--- config.mk ---
export PLATFORM = sky130hd
export DESIGN_NAME = ldp_front_flat
export DESIGN_NICKNAME = d
export VERILOG_FILES = /design/src/rtl/ldp_pkg.sv /design/src/rtl/ldp_if.sv /design/src/rtl/ldp_front.sv /design/src/flat_wrapper.sv
export SDC_FILE = /design/constraint.sdc
export NUM_CORES = 1
export LEC_CHECK = 0
export ABC_CLOCK_PERIOD_IN_PS = 2350
export BUFFER_PORTS_ARGS = -buffer_cell sky130_fd_sc_hd__buf_4
export CAP_MARGIN = 0
export CORE_MARGIN = 1.5
export CORE_UTILIZATION = 35
export CTS_BUF_LIST = sky130_fd_sc_hd__clkbuf_2 sky130_fd_sc_hd__clkbuf_4 sky130_fd_sc_hd__clkbuf_8
export DETAILED_ROUTE_END_ITERATION = 10
export PLACE_DENSITY = 0.55
export SLEW_MARGIN = 20
export SYNTH_ARGS = -nofsm -noshare
export SYNTH_HDL_FRONTEND = slang
export SYNTH_SLANG_ARGS = --single-unit
--- constraint.sdc ---
create_clock -name clk -period 2.35 [get_ports clk]
set_clock_uncertainty 0.1 [all_clocks]
set_input_delay 0.47 -clock clk [delete_from_list [all_inputs] [get_ports clk]]
set_output_delay 0.47 -clock clk [all_outputs]
set_load 0.02 [all_outputs]
--- src/rtl/ldp_pkg.sv ---
// Shared types and constants for the LZ bitstream depacker.
package ldp_pkg;

  // Kind of word held in the front queue
  typedef enum logic {
    K_WORD = 1'b0,  // packed stream word supplied
    K_REQ  = 1'b1   // next output byte requested
  } kind_t;

  // Queue entry passed from front to back
  typedef struct packed {
    kind_t       kind;
    logic [15:0] word;
  } item_t;

  // Queue handshake toward the back end
  typedef struct packed {
    logic  valid;
    item_t item;
  } q_head_t;

  // Bitstream decode phase
  typedef enum logic [2:0] {
    PH_FLAG     = 3'd0,
    PH_LITLEN   = 3'd1,
    PH_LIT      = 3'd2,
    PH_CODE     = 3'd3,
    PH_OFFSET   = 3'd4,
    PH_MATCHLEN = 3'd5,
    PH_COPY     = 3'd6
  } phase_t;

  // Back-end sequencer state
  typedef enum logic [1:0] {
    C_IDLE = 2'd0,
    C_RUN  = 2'd1,
    C_READ = 2'd2
  } ctl_t;

  // Register indexes on the config port
  localparam logic REG_TABLE = 1'b0;
  localparam logic REG_SIZE  = 1'b1;

  localparam logic [1:0] LITLEN_CONT   = 2'd3;
  localparam logic [2:0] MATCHLEN_CONT = 3'd7;
  localparam logic [4:0] MAX_OFS_BITS  = 5'd16;
  localparam logic [15:0] MATCHLEN_ADD = 16'd4;

endpackage

--- src/rtl/ldp_if.sv ---
// Channel interfaces for input words and result words.
interface ldp_in_if;
  logic        valid;
  logic        ready;
  logic        operation;
  logic [15:0] packed_word;
  modport source (output valid, output operation, output packed_word, input ready);
  modport sink (input valid, input operation, input packed_word, output ready);
endinterface


--- src/rtl/ldp_front.sv ---
// Front end: accepts input words, classifies them and queues them for the back end.
module ldp_front
  import ldp_pkg::*;
(
  input  logic       clk,
  input  logic       rst_n,
  ldp_in_if.sink     in_ch,
  output q_head_t    q_head,
  input  logic       q_pop
);

  item_t       q_mem_r [2];
  logic        wr_ptr_r, wr_ptr_nxt;
  logic        rd_ptr_r, rd_ptr_nxt;
  logic [1:0]  cnt_r, cnt_nxt;
  logic        push;
  item_t       cls_item;

  assign in_ch.ready = (cnt_r != 2'd2);
  assign push        = in_ch.valid && in_ch.ready;

  // Classify the incoming word
  assign cls_item.kind = in_ch.operation ? K_REQ : K_WORD;
  assign cls_item.word = in_ch.packed_word;

  assign q_head.valid = (cnt_r != 2'd0);
  assign q_head.item  = q_mem_r[rd_ptr_r];

  always_comb begin
    wr_ptr_nxt = wr_ptr_r;
    rd_ptr_nxt = rd_ptr_r;
    cnt_nxt    = cnt_r;
    if (push) begin
      wr_ptr_nxt = ~wr_ptr_r;
    end
    if (q_pop) begin
      rd_ptr_nxt = ~rd_ptr_r;
    end
    if (push && !q_pop) begin
      cnt_nxt = cnt_r + 2'd1;
    end else if (!push && q_pop) begin
      cnt_nxt = cnt_r - 2'd1;
    end
  end

  always_ff @(posedge clk) begin
    if (!rst_n) begin
      wr_ptr_r <= 1'b0;
      rd_ptr_r <= 1'b0;
      cnt_r    <= 2'd0;
    end else begin
      wr_ptr_r <= wr_ptr_nxt;
      rd_ptr_r <= rd_ptr_nxt;
      cnt_r    <= cnt_nxt;
    end
  end

  // Queue storage
  always_ff @(posedge clk) begin
    if (push) begin
      q_mem_r[wr_ptr_r] <= cls_item;
    end
  end

endmodule

--- src/flat_wrapper.sv ---
// flat-port wrapper written by rule: the top's interface ports become plain ports
module ldp_front_flat import ldp_pkg::*;
  (clk, rst_n, q_head, q_pop, in_ch_valid, in_ch_operation, in_ch_packed_word, in_ch_ready);
  ldp_in_if in_ch_i ();
  input  logic clk;
  input  logic rst_n;
  output q_head_t q_head;
  input  logic q_pop;
  input wire logic [$bits(in_ch_i.valid)-1:0] in_ch_valid;
  input wire logic [$bits(in_ch_i.operation)-1:0] in_ch_operation;
  input wire logic [$bits(in_ch_i.packed_word)-1:0] in_ch_packed_word;
  output wire logic [$bits(in_ch_i.ready)-1:0] in_ch_ready;
  assign in_ch_i.valid = in_ch_valid;
  assign in_ch_i.operation = in_ch_operation;
  assign in_ch_i.packed_word = in_ch_packed_word;
  assign in_ch_ready = in_ch_i.ready;
  ldp_front u_core (.clk(clk), .rst_n(rst_n), .in_ch(in_ch_i), .q_head(q_head), .q_pop(q_pop));
endmodule
==> flow_summary.yaml <==
synthesis:
  ys_seq_area_share_pct: 76.45
  synthDistinctLibCells: 19
  ys_ff_latch: 39
  syn-num-nets: 99
  yosysWarningCount: 0
  syn-cell-area_um2: 1466
  postSynthCellCount: 77
  synth_area_per_cell_um2: 19.04
timing:
  fmax_mhz: 499.6
  finalHoldViolCount: 0
  min_period_over_period_pct: 85.18
  slew_headroom_pct: 74.43
  fin_tns_setup_ns: 0
  layout_min_cycle_time_ns: 2.002
  setup_viol: 0
  rsz0062_at_grt: "false"
  slew_violations: 0
  worst_pin_slew_ns: 0.3835
die:
  core_um2: 4000
  start_util_pct: 36.66
  ios: 40
  die_area_um2: 4587
  placementRows: 23
  die_w_um: 67.73
  die_y_um: 67.73
critical_path:
  required_ns: 1.78
  crit_slowest_cell: "dfxtp_1"
  critPathArrivalTime_ns: 1.43
  crit_type: "reg2out"
  crit_fanout: 13
  crit_chain: "buf_12 -> mux2_2 -> buf_4"
  max_stage_delay_ns: 0.47
  cp-start-kind: "flip-flop"
  crit_path_end_kind: "output port"
power:
  power_mw: 1.627
  cellLeakagePower_nw: 0.7454
  vdd_ir_drop_max_mv: 0.4325
  power.density_nw_per_um2: 844.0
cts:
  hold_buffers: 0
  clockBufferDepth: 2
  path_clk_slew_ns: 0.07
  clockRootBuffer: "clkbuf_8"
  post_cts.repair.setup_buffers: 0
  cts.repair.resized: 0
  cts_sinks: 39
  clock_latency_ns: 0.28
  cts_buffers: 5
  cts_tree: "yes"
  htreeDepth: 2
routing:
  post_drt_wl_per_cell_um: 13.39
  ant_nets: 0
  avgViaCountPerCell: 4.451
  route.detailed.drc: 0
  wirelength_um: 2344
  drt_iter0_drc: 20
  num_vias: 779
  firstDrtPassIters: 2
grt:
  antenna_found_initial: 0
  grt_usage_pct: 10.98
  grt-ovfl-total: 0
  grt_max_degree: 14
  grt_pass1_wl_um: 3443
  grt_pass1_vias: 708
finish:
  num_antenna_cells: 0
  final_common_cell: "buf_4"
  fillers: 355
  final_cell_mix: "41 x buf_4, 34 x edfxtp_1, 17 x mux2_2"
  postLayoutCellArea_um2: 1928
  multi_input_area_um2: 325.3
  regArea_um2: 1121
  synthToLayoutAreaGrowth_pct: 31.48
  nets: 146
  drive_gt1_share_pct: 54.40
place:
  place_congestion: 0.6787
  io_buffers: 39
  dpl-instance-area_um2: 1844
min_path:
  min_path_type: "in2reg"
status:
  status: "finished clean"
run:
  maxCapViolations: 0
-- layout make-up --
type / count / share of cell area, %
repair buffers: 42 / 17.00
well taps: 50 / 3.245
flip-flops and latches: 39 / 58.14
clock buffers: 6 / 3.958
inverters: 2 / 0.3894
multi-input cells: 34 / 16.87
clock inverters: 2 / 0.3894
-- synth_stat cells --
cell      count  area, um^2
ha_1          1       12.51
inv_1         2       7.510
o21ai_0       1       5.000
dfxtp_1       5       100.1
or2_2         1       6.260
nand3b_1      1       7.510
buf_2         1       5.000
a21boi_1      1       7.510
buf_4         1       7.510
xnor2_1       1       8.760
nand2b_4      1       13.76
mux2_2       17       191.4
a21boi_0      1       7.510
a21bo_2       1       10.01
and3_1        1       6.260
or3_1         1       6.260
xor2_1        2       17.52
and2_1        4       25.02
edfxtp_1     34        1021
-- logic make-up (layout without fill, tap and decap cells) --
logic type                 after synthesis  in the layout  synth area share [%]
buffers and inverters                    4             52                 1.365
AOI/OAI and AO/OA                        4              4                 2.048
DFF                                     39             39                 76.45
adders and majority gates                1              1                0.8531
muxes                                   17             17                 13.05
and+or+nand+nor                          9              9                 4.437
xor gates and xnor gates                 3              3                 1.792
-- flip-flops by register name, indices dropped and copies added, names as in the netlist, named ones only --
name / cells
u_core.cnt_r: 2
u_core.q_mem_r: 34
u_core.wr_ptr_r: 1
u_core.rd_ptr_r: 1
-- critical path: cells and delay by family (launching register included) --
| family | cells | cell delay [ns] |
|---|---|---|
| muxes | 1 | 0.34 |
| buffers and inverters | 2 | 0.34 |
| DFF | 1 | 0.47 |
-- path summary, 6_finish.rpt --
kind,from,to,slack (ns),depth (start not counted)
max,flip-flop,q_head[4],0.35,3
min,in_ch_packed_word[2],u_core.q_mem_r[1][2],0.27,1
min reg2reg,u_core.cnt_r[1],u_core.cnt_r[1],0.45,2
max reg2reg,u_core.cnt_r[0],u_core.q_mem_r[1][0],0.71,3
-- stage by stage --
| step | worst slack, ns | std cells | hold slack (ns) | utilization (%) |
|---|---|---|---|---|
| floorplan | 0.7517 | 77 | 0.4001 | - |
| global placement | 0.6490 | 167 | 0.4165 | 46.11 |
| detailed placement | 0.6277 | 167 | 0.4406 | 46.11 |
| CTS | 0.3193 | 175 | 0.2639 | 48.20 |
| global route | 0.2545 | 175 | 0.2608 | 48.20 |
| finish | 0.3484 | 175 | 0.2724 | 48.20 |
-- where the power goes --
group / switching, mW / total [mW] / internal, mW
combinational: 0.175 / 0.350 / 0.175
sequential: 0.0275 / 0.863 / 0.836
clock: 0.201 / 0.414 / 0.213
total: 0.403 / 1.63 / 1.22
-- per-layer routing --
metal	global-route usage, %	vias up	wire, um
met5	0	-	0
met4	5.357	0	32
met3	4.167	4	102
met2	18.87	21	1261
met1	11.76	374	947
li1	-	380	-
No activity file was read; power rests on OpenSTA's default activity.
